<file path="src/sv/rgbf_pkg.sv">
`timescale 1ns / 1ps
// ----------------------------------------------------------------------------
// rgbf_pkg: shared definitions for the RGB soft-PWM breathing fader
// Command codes, register indexes, reset tables of the channel bounds.
// ----------------------------------------------------------------------------
package rgbf_pkg;

   localparam int LED_COUNT_DEFAULT = 3;
   localparam int LED_COUNT_MAX     = 8;
   localparam int CH_MAX            = 3 * LED_COUNT_MAX;
   localparam int LINE_W            = 9;

   localparam logic CMD_TICK      = 1'b0;
   localparam logic CMD_SET_COLOR = 1'b1;

   localparam logic [1:0] REG_PWM_TOP        = 2'd0;
   localparam logic [1:0] REG_FADE_INNER_TOP = 2'd1;
   localparam logic [1:0] REG_FADE_OUTER_TOP = 2'd2;

   localparam logic [10:0] PWM_TOP_RESET        = 11'd1024;
   localparam logic [15:0] FADE_INNER_TOP_RESET = 16'd2500;
   localparam logic [7:0]  FADE_OUTER_TOP_RESET = 8'd250;

   // Channel order: 3*led + colour, colour 0 red, 1 green, 2 blue
   localparam logic [7:0] RESET_MIN [CH_MAX] = '{
      8'd0, 8'd0, 8'd2, 8'd0, 8'd0, 8'd2, 8'd0, 8'd1, 8'd0,
      8'd0, 8'd0, 8'd0, 8'd0, 8'd0, 8'd0, 8'd0, 8'd0, 8'd0,
      8'd0, 8'd0, 8'd0, 8'd0, 8'd0, 8'd0};
   localparam logic [7:0] RESET_MAX [CH_MAX] = '{
      8'd2, 8'd0, 8'd2, 8'd0, 8'd1, 8'd2, 8'd1, 8'd1, 8'd0,
      8'd0, 8'd0, 8'd0, 8'd0, 8'd0, 8'd0, 8'd0, 8'd0, 8'd0,
      8'd0, 8'd0, 8'd0, 8'd0, 8'd0, 8'd0};

   localparam int STEP_TWO_CHANNEL = 5;   // blue of LED1 starts at +2

endpackage

</file>
<file path="src/sv/rgb_soft_pwm_breathing_fader_unit.sv">
`timescale 1ns / 1ps
// ----------------------------------------------------------------------------
// rgb_soft_pwm_breathing_fader_unit: soft-PWM driver with triangle fade
// Drives three lines per LED from a shared phase counter; a two-stage
// prescaler paces a bouncing fade of each channel between its bounds.
// ----------------------------------------------------------------------------
//
//  Channel   Direction  Handshake                 Payload
//  req       in         req_valid / req_stall     command, led_index, r/g/b level
//  rsp       out        rsp_valid / rsp_stall     led_lines
//  csr       in/out     psel, penable, pready     paddr[3:0], pwdata, prdata
//
//  One transaction per clock: a request is taken whenever the result register
//  is empty or is being drained, and its result appears in the cycle after it is taken.
//  The result register is fed by a single pass of compare and add logic from
//  the channel registers.
//  Reset (synchronous, active high) restores registers, counters and the
//  channel bound tables; result register empties.
//  A stalled result holds its value; requests stall while it is held.
//
module rgb_soft_pwm_breathing_fader_unit
   import rgbf_pkg::*;
#(
   parameter int LED_COUNT = LED_COUNT_DEFAULT
) (
   input  logic        clock,
   input  logic        reset,
   // request channel
   input  logic        req_valid,
   output logic        req_stall,
   input  logic        req_command,
   input  logic [2:0]  req_led_index,
   input  logic [7:0]  req_red_level,
   input  logic [7:0]  req_green_level,
   input  logic [7:0]  req_blue_level,
   // result channel
   output logic        rsp_valid,
   input  logic        rsp_stall,
   output logic [8:0]  rsp_led_lines,
   // register port
   input  logic        psel,
   input  logic        penable,
   input  logic        pwrite,
   input  logic [3:0]  paddr,
   input  logic [31:0] pwdata,
   output logic [31:0] prdata,
   output logic        pready
);

   localparam int CH_COUNT = 3 * LED_COUNT;

   // configuration registers
   logic [10:0] pwm_top_ff;
   logic [15:0] inner_top_ff;
   logic [7:0]  outer_top_ff;

   // counters and channel state
   logic [10:0] phase_ff,  phase_in;
   logic [15:0] inner_ff,  inner_in;
   logic [7:0]  outer_ff,  outer_in;
   logic [CH_COUNT-1:0] line_ff, line_in;
   logic [7:0] level_ff [CH_COUNT];
   logic [7:0] level_in [CH_COUNT];
   logic [7:0] min_ff   [CH_COUNT];
   logic [7:0] min_in   [CH_COUNT];
   logic [7:0] max_ff   [CH_COUNT];
   logic [7:0] max_in   [CH_COUNT];
   logic [7:0] step_ff  [CH_COUNT];
   logic [7:0] step_in  [CH_COUNT];

   // result register
   logic       rsp_valid_ff;
   logic [8:0] rsp_lines_ff, rsp_lines_in;

   logic        accept;
   logic        csr_write;
   logic        led_ok;
   logic [16:0] inner_inc;
   logic [8:0]  outer_inc;
   logic [11:0] phase_inc;
   logic        advance;
   logic        fade;
   logic [CH_COUNT-1:0] line_tick;

   assign req_stall = rsp_valid_ff & rsp_stall;
   assign accept    = req_valid & ~req_stall;
   assign rsp_valid = rsp_valid_ff;
   assign rsp_led_lines = rsp_lines_ff;

   assign pready    = 1'b1;
   assign csr_write = psel & penable & pwrite & pready;

   always_comb begin
      case (paddr[3:2])
         REG_PWM_TOP:        prdata = {21'd0, pwm_top_ff};
         REG_FADE_INNER_TOP: prdata = {16'd0, inner_top_ff};
         REG_FADE_OUTER_TOP: prdata = {24'd0, outer_top_ff};
         default:            prdata = 32'd0;
      endcase
   end

   always_ff @(posedge clock) begin
      if (reset) begin
         pwm_top_ff   <= PWM_TOP_RESET;
         inner_top_ff <= FADE_INNER_TOP_RESET;
         outer_top_ff <= FADE_OUTER_TOP_RESET;
      end else if (csr_write) begin
         case (paddr[3:2])
            REG_PWM_TOP:        pwm_top_ff   <= pwdata[10:0];
            REG_FADE_INNER_TOP: inner_top_ff <= pwdata[15:0];
            REG_FADE_OUTER_TOP: outer_top_ff <= pwdata[7:0];
            default: ;   // drop writes beyond the register list
         endcase
      end
   end

   // prescaler chain and phase; compares one bit wider than each counter
   assign inner_inc = {1'b0, inner_ff} + 17'd1;
   assign advance   = inner_inc > {1'b0, inner_top_ff};
   assign outer_inc = {1'b0, outer_ff} + {8'd0, advance};
   assign fade      = outer_inc > {1'b0, outer_top_ff};
   assign phase_inc = {1'b0, phase_ff} + 12'd1;

   assign led_ok = {1'b0, req_led_index} < 4'(LED_COUNT);

   always_comb begin
      logic [7:0] lvl;
      logic [7:0] colour;
      lvl      = '0;
      colour   = '0;
      phase_in = phase_ff;
      inner_in = inner_ff;
      outer_in = outer_ff;
      line_in  = line_ff;
      for (int c = 0; c < CH_COUNT; c++) begin
         level_in[c] = level_ff[c];
         min_in[c]   = min_ff[c];
         max_in[c]   = max_ff[c];
         step_in[c]  = step_ff[c];
      end

      // switch on at phase zero, then off on a level match
      for (int c = 0; c < CH_COUNT; c++) begin
         line_tick[c] = line_ff[c];
         if ((phase_ff == 11'd0) && (level_ff[c] != 8'd0)) begin
            line_tick[c] = 1'b1;
         end
         if (phase_ff == {3'd0, level_ff[c]}) begin
            line_tick[c] = 1'b0;
         end
      end

      if (req_command == CMD_TICK) begin
         line_in  = line_tick;
         inner_in = advance ? 16'd0 : inner_inc[15:0];
         outer_in = fade ? 8'd0 : outer_inc[7:0];
         phase_in = (phase_inc > {1'b0, pwm_top_ff}) ? 11'd0 : phase_inc[10:0];
         if (fade) begin
            for (int c = 0; c < CH_COUNT; c++) begin
               lvl = level_ff[c];
               if (max_ff[c] != min_ff[c]) begin
                  lvl = level_ff[c] + step_ff[c];
               end
               level_in[c] = lvl;
               // bounce at either bound
               if ((lvl <= min_ff[c]) || (lvl >= max_ff[c])) begin
                  step_in[c] = 8'd0 - step_ff[c];
               end
            end
         end
      end else if (led_ok) begin
         for (int c = 0; c < CH_COUNT; c++) begin
            case (c % 3)
               0:       colour = req_red_level;
               1:       colour = req_green_level;
               default: colour = req_blue_level;
            endcase
            if (3'(c / 3) == req_led_index) begin
               level_in[c] = colour;
               min_in[c]   = colour;
               max_in[c]   = colour;
            end
         end
      end
   end

   // map channels onto the nine output lines; missing lines read off
   always_comb begin
      rsp_lines_in = '0;
      for (int b = 0; b < LINE_W; b++) begin
         if (b < CH_COUNT) begin
            rsp_lines_in[b] = line_in[b];
         end
      end
   end

   always_ff @(posedge clock) begin
      if (reset) begin
         phase_ff <= '0;
         inner_ff <= '0;
         outer_ff <= '0;
         line_ff  <= '0;
         for (int c = 0; c < CH_COUNT; c++) begin
            level_ff[c] <= RESET_MIN[c];
            min_ff[c]   <= RESET_MIN[c];
            max_ff[c]   <= RESET_MAX[c];
            step_ff[c]  <= (c == STEP_TWO_CHANNEL) ? 8'd2 : 8'd1;
         end
      end else if (accept) begin
         phase_ff <= phase_in;
         inner_ff <= inner_in;
         outer_ff <= outer_in;
         line_ff  <= line_in;
         for (int c = 0; c < CH_COUNT; c++) begin
            level_ff[c] <= level_in[c];
            min_ff[c]   <= min_in[c];
            max_ff[c]   <= max_in[c];
            step_ff[c]  <= step_in[c];
         end
      end
   end

   // result register: load on accept, empty once taken
   always_ff @(posedge clock) begin
      if (reset) begin
         rsp_valid_ff <= 1'b0;
      end else if (accept) begin
         rsp_valid_ff <= 1'b1;
      end else if (!rsp_stall) begin
         rsp_valid_ff <= 1'b0;
      end
   end

   always_ff @(posedge clock) begin
      if (accept) begin
         rsp_lines_ff <= rsp_lines_in;
      end
   end

endmodule
</file>
<file path="config.mk">
export PLATFORM = sky130hd
export DESIGN_NAME = rgb_soft_pwm_breathing_fader_unit
export DESIGN_NICKNAME = d
export VERILOG_FILES = /design/src/sv/rgbf_pkg.sv /design/src/sv/rgb_soft_pwm_breathing_fader_unit.sv
export SDC_FILE = /design/constraint.sdc
export NUM_CORES = 1
export LEC_CHECK = 0
export BUFFER_PORTS_ARGS = -buffer_cell sky130_fd_sc_hd__buf_2
export CORE_MARGIN = 1.5
export CORE_UTILIZATION = 43
export DETAILED_ROUTE_END_ITERATION = 12
export HOLD_SLACK_MARGIN = 0.1
export PLACE_DENSITY = 0.65
export RECOVER_POWER = 100
export SLEW_MARGIN = 20
export SYNTH_ARGS = -nofsm -noshare
export SYNTH_HDL_FRONTEND = slang
export SYNTH_SLANG_ARGS = --single-unit
</file>
<file path="constraint.sdc">
create_clock -name clock -period 9.4 [get_ports clock]
set_input_delay 0 -clock clock [delete_from_list [all_inputs] [get_ports clock]]
set_output_delay 0 -clock clock [all_outputs]
set_load 0.05 [all_outputs]
</file>
==> impl_metrics.toml, run 1 <==
[cts]
hold_buffers = 46
clk_transition_reported_paths_ps = 60
cts-buffers-inserted = 25
tritoncts_num_sinks = 209
ctsHtreeMaxLevel = 1
insertion_delay_ps = 550
tritoncts = "yes"
buffer_depth_of_the_longest_clock_path = 3
post-cts-setup-buffers = 0
number_of_gates_resized_after_cts = 0
clk_root_buffer_cell = "sky130_fd_sc_hd__clkbuf_16"

[worst_setup_path]
worstSetupStartpointType = "flip-flop"
crit_top_cell = "sky130_fd_sc_hd__ha_1"
critical_path.slowest_cell = "sky130_fd_sc_hd__clkbuf_1"
worst_path_dominant_cell_family = "compound AO/OA/AOI/OAI gates"
critical_path_peak_fanout = 24
crit_chain = "ha_1 -> and4_1 -> nand3_1 -> or3_1 -> xnor2_1 -> ha_1 -> nand4_1 -> o21bai_1 -> a211o_1 -> a22oi_1 -> nand2_1 -> ha_1 -> ha_1 -> and3_1 -> and3_1 -> xor2_1 -> ha_1 -> nand2_1 -> o21ai_0 -> o211a_1 -> o22ai_1 -> a221o_1 -> a31oi_2 -> clkbuf_1"
timing.critical_path.buf_inv = 1
data_required_critical_path_ps = 9550
cpPeakStageDelay_ps = 1020
crit_path_category = "reg2reg"
cp-end-kind = "flip-flop"
cp_data_arrival_time_ps = 8190

[sta]
transition_time_of_the_tightest_slew_check_pin_ps = 3650
finalHoldViolCount = 0
rsz0062_at_grt = "false"
worst_clk_skew_ps = 35.9
slew_headroom = -1.43
fin_crit_sh = 0.855
finalCriticalPeriod_ps = 8040
setup-violations-final = 0
final.setup.tns_ps = 0
timing_max_transition_violations_final = 242
max_freq_mhz = 124

[die]
top_level_ports = 115
die-height_um = 176
core_region_area_mm2 = 0.0295
floorplan.initialDensity = 0.435
placementRows = 63
die_area_mm2 = 0.0309
die_width_um = 176

[cells_and_area]
layout_common_cells = "sky130_fd_sc_hd__nand2_1, sky130_fd_sc_hd__edfxtp_1, sky130_fd_sc_hd__a21oi_1"
num-nets-final = 1654
drive_above_1_share = 0.0701
mostFrequentLayoutCell = "sky130_fd_sc_hd__nand2_1"
diodes = 0
area_growth_syn_to_layout_pct = 13.9
final_design_area_no_fill_mm2 = 0.0146

[yosys]
synth.cell_area_mm2 = 0.0128
synth_enable_flop_cells = 129
synth_top_flop_cell = "sky130_fd_sc_hd__edfxtp_1"
leading_post_synthesis_cells_by_cell_area = "sky130_fd_sc_hd__edfxtp_1, sky130_fd_sc_hd__dfxtp_1, sky130_fd_sc_hd__ha_1, sky130_fd_sc_hd__xor2_1, sky130_fd_sc_hd__nand2_1"
postSynth.asyncResetShare = 0
synth_seq_area_share = 0.427
synth.distinct_cells = 67
synthDominantCellAreaShare = 0.302
synth_cells = 1405
synth-seq-cells = 209
synth.avg_cell_area_um2 = 9.13
yosysTopAreaCell = "sky130_fd_sc_hd__edfxtp_1"
yosys_warnings = 0

[outcome]
status = "complete, but fails checks"
violated_checks = "capacitance limit, slew limit"

[route]
detailroute.via_count = 10600
drt-pass1-iter-count = 5
routedWlPerCell_um = 17.6
drcViolationCount = 0
detailedRoute.firstIterationViolations = 860
drt.antenna.violating_nets = 0
wire_length_reported_by_the_detailed_router_um = 33500
routed_via_density = 5.56

[global_routing]
global_route.overflow_total = 0
wire_length_of_the_first_global_routing_pass_um = 54300
number_of_global_route_vias_before_repair = 10300
gr-usage-all-layers = 0.218
grt_start_max_net_pins = 88
antenna_violations_before_repair = 0

[placed_design]
hpwl_um = 22600
placement.io_buffers = 79
place_congestion = 0.853
placement.cell_area_mm2 = 0.0135

[hold_path]
hp-class = "in2reg"

[power_and_ir_drop]
ir_drop_v = 0.000111
power_per_cell_area_mw_per_mm2 = 161
cellLeakagePower_nw = 6.02

[flow_run]
drv_cap = 6
## cell type report
class / instances / area [um^2]
clock inverters: 10 / 63.8
multi-input cells: 1033 / 6660
fillers: 2769 / 14900
repair buffers: 144 / 923
well taps: 390 / 488
flip-flops and latches: 209 / 5480
inverters: 82 / 308
clock buffers: 34 / 679
## report_power, final
part | switching, mW | total (mW) | internal [mW]
Combinational | 0.248 | 0.385 | 0.137
Clock | 0.394 | 0.900 | 0.506
Sequential | 0.0386 | 1.07 | 1.03
## state kept, by name, indices dropped and copies added (netlist names), 11 cells and up
| name | count |
|---|---|
| inner_ff | 16 |
| inner_top_ff | 16 |
| level_ff | 72 |
| max_ff | 24 |
| phase_ff | 11 |
| pwm_top_ff | 11 |
| step_ff | 21 |
## Yosys cell counts (all sizes together), types with 6 or more instances
cell type / n
a21oi: 121
a31oi: 22
a32o: 9
and2: 6
and3: 25
buf: 41
clkbuf: 55
dfxtp: 80
edfxtp: 129
ha: 85
inv: 81
mux2i: 32
nand2: 172
nand3: 44
nand4: 15
nor2: 120
nor3: 23
nor4: 43
nor4b: 8
o211ai: 9
o21a: 8
o21ai: 49
o21bai: 7
or3: 9
xnor2: 31
xor2: 91
## worst min-delay path, cell delays in order
cell,delay (ps)
sky130_fd_sc_hd__buf_2,110
sky130_fd_sc_hd__nand3_1,100
sky130_fd_sc_hd__nor2_1,180
sky130_fd_sc_hd__nand3_1,130
sky130_fd_sc_hd__a21oi_1,50
## final timing paths
path                     from               to  slack [ps]  cells after the start
setup / recovery  inner_ff[0]  level_ff[0][21]        1360                     24
hold / removal        penable  outer_top_ff[2]         110                      5
setup reg to reg  inner_ff[0]  level_ff[0][21]        1360                     24
hold reg to reg    line_ff[1]       line_ff[1]         460                      2
## through the flow
stage          hold slack (ps)  std cells  utilization  setup WS (ps)  total power, mW
2_1_floorplan              124       1420            -           2710             1.35
3_3_place_gp               226       1812        0.458           2250             1.45
3_5_place_dp               228       1812        0.458           2190             1.46
4_1_cts                    109       1902        0.499           2120             2.37
5_1_grt                    126       1902        0.495            872             2.45
6_report                   107       1902        0.495           1360             2.35
## kinds of logic (layout without fill, tap and decap cells)
family / after synthesis / in the layout / share of synthesized area
AO/OA/AOI/OAI: 274 / 274 / 0.130
buffers and inverters: 178 / 270 / 0.0585
other: 2 / 17 / 0.000586
multiplexers: 36 / 36 / 0.0285
flip-flops: 209 / 209 / 0.427
XOR/XNOR: 122 / 122 / 0.0833
adder cells (fa/ha/maj): 88 / 88 / 0.0876
AND/OR/NAND/NOR: 496 / 496 / 0.184
## per-layer routing
metal / global-route usage / vias to the layer above / routed length, um
met5: 0 / - / 0
met4: 0.0474 / 0 / 555
met3: 0.0229 / 46 / 1830
met2: 0.370 / 305 / 15800
met1: 0.300 / 5071 / 15400
li1: - / 5161 / -
No activity file was read; power rests on OpenSTA's default activity.
==> run 2, diff against run 1 <==
- CELL_PAD_IN_SITES_DETAIL_PLACEMENT: default -> 0
- CELL_PAD_IN_SITES_GLOBAL_PLACEMENT: default -> 1
- PLACE_DENSITY: 0.65 -> 0.79
- SETUP_SLACK_MARGIN: default -> 0.3
==> run 2 against run 1 <==
Effect of this change:
- the flow still finishes with violations (capacitance limit, slew limit)
- via count is 0.25% lower
- sequential power hardly changed
- critical path depth is 1 higher
- sequential share of layout area is 0.46 points lower
- global-route usage is 0.15 points higher
- clock power is 17% higher
- wire length is 0.73% higher
- flip-flop and latch count stayed put
- utilization is 0.62 points higher
- critical path type unchanged
- highest routed layer unchanged
==> impl_metrics.toml, run 2 (synthesized netlist as in run 1, its figures left out) <==
[cts]
clk_transition_reported_paths_ps = 60
ctsHtreeMaxLevel = 1
insertion_delay_ps = 520
tritoncts_num_sinks = 209
cts-buffers-inserted = 24
clk_root_buffer_cell = "sky130_fd_sc_hd__clkbuf_16"
tritoncts = "yes"
number_of_gates_resized_after_cts = 0
buffer_depth_of_the_longest_clock_path = 3

[worst_setup_path]
worstSetupStartpointType = "flip-flop"
cp-end-kind = "flip-flop"
ff2ff_path_depth = 25
r2r_setup_slack_ps = 1260
regToRegStartpoint = "inner_ff[0]"
critical_path.slowest_cell = "sky130_fd_sc_hd__a31oi_1"
timing.rr.end = "level_ff[0][16]"
critical_path_peak_fanout = 16
cp_data_arrival_time_ps = 8350
data_required_critical_path_ps = 9600
crit_top_cell = "sky130_fd_sc_hd__ha_1"
cpPeakStageDelay_ps = 840
crit_path_category = "reg2reg"

[sta]
final.setup.tns_ps = 0
worst_slack_ps = 1260
final_hold_slack_ps = 141
max_freq_mhz = 123
timing_max_transition_violations_final = 134
slew_headroom = -0.834
transition_time_of_the_tightest_slew_check_pin_ps = 2750
setup-violations-final = 0
fin_crit_sh = 0.866
rsz0062_at_grt = "false"
worst_clk_skew_ps = 9.17
finalCriticalPeriod_ps = 8140
finalHoldViolCount = 0

[global_routing]
wire_length_of_the_first_global_routing_pass_um = 54200
gr-usage-all-layers = 0.220
antenna_violations_before_repair = 0
global_route.overflow_total = 0
number_of_global_route_vias_before_repair = 10200
grt_start_max_net_pins = 63

[die]
die_area_mm2 = 0.0309
floorplan.initialDensity = 0.435
top_level_ports = 115
core_region_area_mm2 = 0.0295
die_width_um = 176
placementRows = 63
die-height_um = 176

[hold_path]
hold_path_depth = 3
whs_endpoint = "pwm_top_ff[10]"
hp-class = "in2reg"
min_from = "paddr[2]"

[route]
routedWlPerCell_um = 17.8
routed_via_density = 5.55
detailroute.via_count = 10600
drcViolationCount = 0
detailedRoute.firstIterationViolations = 890
wire_length_reported_by_the_detailed_router_um = 33800
drt.antenna.violating_nets = 0
drt-pass1-iter-count = 5

[placed_design]
hpwl_um = 23000
placement.cell_area_mm2 = 0.0135
placement.io_buffers = 79
dp_cells = 1815
place_congestion = 0.803
post-place-ws_ps = 1800

[cells_and_area]
stdcell_count = 1903
diodes = 0
num-nets-final = 1656
nFillCells = 2785
layout_common_cells = "sky130_fd_sc_hd__nand2_1, sky130_fd_sc_hd__edfxtp_1, sky130_fd_sc_hd__a21oi_1"
final_design_area_no_fill_mm2 = 0.0148
top_register = "level_ff"
drive_above_1_share = 0.0780
area_growth_syn_to_layout_pct = 15.3
reg_top3 = "level_ff (72), max_ff (24), step_ff (21)"
mostFrequentLayoutCell = "sky130_fd_sc_hd__nand2_1"
largest_register_ffs = 72

[outcome]
violated_checks = "capacitance limit, slew limit"
status = "complete, but fails checks"

[power_and_ir_drop]
cellLeakagePower_nw = 6.12
ir_drop_v = 0.000137
power_per_cell_area_mw_per_mm2 = 169

[flow_run]
drv_cap = 3
[run 2: stage by stage]
stage               utilization  power (mW)
floorplan                     -        1.35
global placement          0.458        1.45
detailed placement        0.458        1.46
CTS                       0.504        2.52
global route              0.501        2.60
finish                    0.501        2.50
[run 2: where the power goes]
| group | switching, mW | internal (mW) | leakage, nW |
|---|---|---|---|
| Sequential | 0.0411 | 1.03 | 1.92 |
| Clock | 0.379 | 0.669 | 0.441 |
| Combinational | 0.244 | 0.138 | 3.76 |
| Total | 0.664 | 1.83 | 6.12 |
[run 2: worst max path at each step]
stage                                 end         from  cells after the start
after floorplan            level_ff[0][0]  inner_ff[0]                     25
final                     level_ff[0][16]  inner_ff[0]                     25
after global routing      level_ff[0][12]  inner_ff[0]                     25
after global placement    level_ff[0][17]  inner_ff[0]                     24
after CTS                 level_ff[0][12]  inner_ff[0]                     25
after detailed placement  level_ff[0][18]  inner_ff[0]                     25
[run 2: area by class of cell]
type / count / area, um^2 / area share
sequential: 209 / 5480 / 0.370
clock inverter: 8 / 165 / 0.0112
multi-input combinational: 1033 / 6670 / 0.451
inverter: 82 / 308 / 0.0208
timing repair buffer: 147 / 953 / 0.0645
clock buffer: 34 / 723 / 0.0489
tap: 390 / 488 / 0.0330
[run 2: worst max-delay path, delay by kind of cell, from the launching register on]
family	cells	cell delay (ps)
buffers and inverters	2	690
XOR/XNOR	2	410
adder cells (fa/ha/maj)	5	1420
flip-flops	1	390
AO/OA/AOI/OAI	8	2940
AND/OR/NAND/NOR	8	1940
[run 2: repair_timing]
item | 4_1_cts | 5_1_grt
buffers inserted | 0 | 0
hold buffers | 46 | 0
hold endpoints to repair | 154 | 0
[run 2: per-layer routing]
metal  global-route usage  vias up  share of wire
met2                0.372      260           0.48
li1                     -     5165              -
met3               0.0268       56          0.047
met1                0.295     5076           0.45
met5                    0        -              0
met4               0.0620        0          0.024
==> run 3, diff against run 2 <==
- CORE_UTILIZATION: 43 -> 26
- PLACE_DENSITY: 0.79 -> 0.54
- SETUP_SLACK_MARGIN: 0.3 -> default
- TNS_END_PERCENT: default -> 30
==> run 3 against run 2 <==
Effect of this change:
- the flow still finishes with violations (capacitance limit, slew limit)
- critical path depth shrank 1
- wire length grew 16%
- first-iteration DRC count shrank 42%
- sequential power is essentially flat
- maximum frequency grew 4.9%
- setup slack gained 380 ps
- utilization shrank 19 points
- die area grew 64%
- clock skew grew 27 ps
- largest cell class unchanged
==> impl_metrics.toml, run 3 (synthesized netlist as in run 1, its figures left out) <==
[outcome]
violated_checks = "capacitance limit, slew limit"
status = "complete, but fails checks"

[die]
top_level_ports = 115
die_area_mm2 = 0.0507
die-height_um = 225
die_width_um = 225
floorplan.initialDensity = 0.262
placementRows = 81
core_region_area_mm2 = 0.0488

[sta]
timing_max_transition_violations_final = 176
slew_headroom = -0.649
final_hold_slack_ps = 232
rsz0062_at_grt = "false"
finalHoldViolCount = 0
transition_time_of_the_tightest_slew_check_pin_ps = 2470
max_freq_mhz = 129
worst_clk_skew_ps = 36.3
worst_slack_ps = 1640
fin_crit_sh = 0.826
final.setup.tns_ps = 0
finalCriticalPeriod_ps = 7760
setup-violations-final = 0

[route]
drt.antenna.violating_nets = 0
drt-pass1-iter-count = 5
detailroute.via_count = 10600
detailedRoute.firstIterationViolations = 514
routed_via_density = 4.78
drcViolationCount = 0
routedWlPerCell_um = 17.6
wire_length_reported_by_the_detailed_router_um = 39100

[worst_setup_path]
critical_path_peak_fanout = 24
cp-end-kind = "flip-flop"
data_required_critical_path_ps = 9540
crit_path_category = "reg2reg"
worstSetupStartpointType = "flip-flop"
cp_data_arrival_time_ps = 7900

[global_routing]
grt_start_max_net_pins = 57
global_route.overflow_total = 0
number_of_global_route_vias_before_repair = 10600
wire_length_of_the_first_global_routing_pass_um = 61300
gr-usage-all-layers = 0.155
antenna_violations_before_repair = 1

[cts]
tritoncts = "yes"
post-cts-setup-buffers = 0
clk_root_buffer_cell = "sky130_fd_sc_hd__clkbuf_16"
clk_transition_reported_paths_ps = 60
cts-buffers-inserted = 28
insertion_delay_ps = 590
number_of_gates_resized_after_cts = 0
buffer_depth_of_the_longest_clock_path = 3
hold_buffers = 71
tritoncts_num_sinks = 209
ctsHtreeMaxLevel = 1

[cells_and_area]
final_util = 0.315
diodes = 0
num-nets-final = 1691
area_growth_syn_to_layout_pct = 20.1
stdcell_count = 2218
top_register = "level_ff"
reg_top3 = "level_ff (72), max_ff (24), step_ff (21)"
mostFrequentLayoutCell = "sky130_fd_sc_hd__nand2_1"
layout_common_cells = "sky130_fd_sc_hd__nand2_1, sky130_fd_sc_hd__edfxtp_1, sky130_fd_sc_hd__a21oi_1"
drive_above_1_share = 0.0766
largest_register_ffs = 72
final_design_area_no_fill_mm2 = 0.0154

[power_and_ir_drop]
ir_drop_v = 0.000119
cellLeakagePower_nw = 6.21
overall_power_after_layout_mw = 2.50
power_per_cell_area_mw_per_mm2 = 162

[placed_design]
post-place-ws_ps = 2250
placement.io_buffers = 79
hpwl_um = 26500
dp_cells = 2095
place_congestion = 0.788
placement.cell_area_mm2 = 0.0139

[hold_path]
hp-class = "in2reg"

[flow_run]
drv_cap = 4
-- run 3: cell types whose count changed in the layout (fill, tap and decap cells not counted), sizes merged --
cell / previous run / this run
clkinv: 4 / 7
buf: 64 / 66
dlygate4sd3: 46 / 71
clkbuf: 71 / 85
inv: 81 / 82
bufinv: 5 / 1
-- run 3: metal layers --
metal,track usage,up-vias,routed length [um]
met3,0.0210,66,1290
met2,0.262,200,18200
met4,0.0431,2,997
met5,0,-,13
met1,0.207,5106,18600
li1,-,5228,-
-- run 3: final timing paths --
path / from / depth (start not counted) / endpoint / slack, ps
setup / recovery: inner_ff[0] / 24 / level_ff[0][54] / 1640
hold / removal: psel / 4 / inner_top_ff[5] / 230
setup reg to reg: inner_ff[0] / 24 / level_ff[0][54] / 1640
hold reg to reg: line_ff[4] / 2 / line_ff[4] / 450
-- run 3: power by group --
group,internal (mW),leakage [nW],switching [mW]
registers,1.03,1.92,0.0394
logic,0.142,3.86,0.255
clock network,0.605,0.429,0.431
total,1.78,6.21,0.725
-- run 3: worst max-delay path, stage by stage, from the launching register on --
cell and delay [ps]:
sky130_fd_sc_hd__dfxtp_1 390, sky130_fd_sc_hd__ha_1 280, sky130_fd_sc_hd__and4_1 260, sky130_fd_sc_hd__nand3_1 230
sky130_fd_sc_hd__or3_1 400, sky130_fd_sc_hd__xnor2_1 300, sky130_fd_sc_hd__ha_1 310, sky130_fd_sc_hd__nand4_1 110
sky130_fd_sc_hd__o21bai_1 80, sky130_fd_sc_hd__a211o_1 320, sky130_fd_sc_hd__a22oi_1 190, sky130_fd_sc_hd__clkbuf_1 400
sky130_fd_sc_hd__nand2_1 290, sky130_fd_sc_hd__ha_1 280, sky130_fd_sc_hd__ha_1 230, sky130_fd_sc_hd__and3_1 250
sky130_fd_sc_hd__and3_1 250, sky130_fd_sc_hd__xor2_1 160, sky130_fd_sc_hd__ha_1 290, sky130_fd_sc_hd__a22oi_1 180
sky130_fd_sc_hd__o211ai_1 130, sky130_fd_sc_hd__o211a_1 290, sky130_fd_sc_hd__a31oi_1 700, sky130_fd_sc_hd__nor2_1 100
sky130_fd_sc_hd__a311o_1 850
-- run 3: layout make-up --
class | count | area [um^2]
clock inverter | 8 | 92.6
timing repair buffer | 178 | 1230
clock buffer | 44 | 791
fill | 5119 | 33500
sequential | 209 | 5480
inverter | 82 | 308
multi-input combinational | 1033 | 6670
tap | 664 | 831
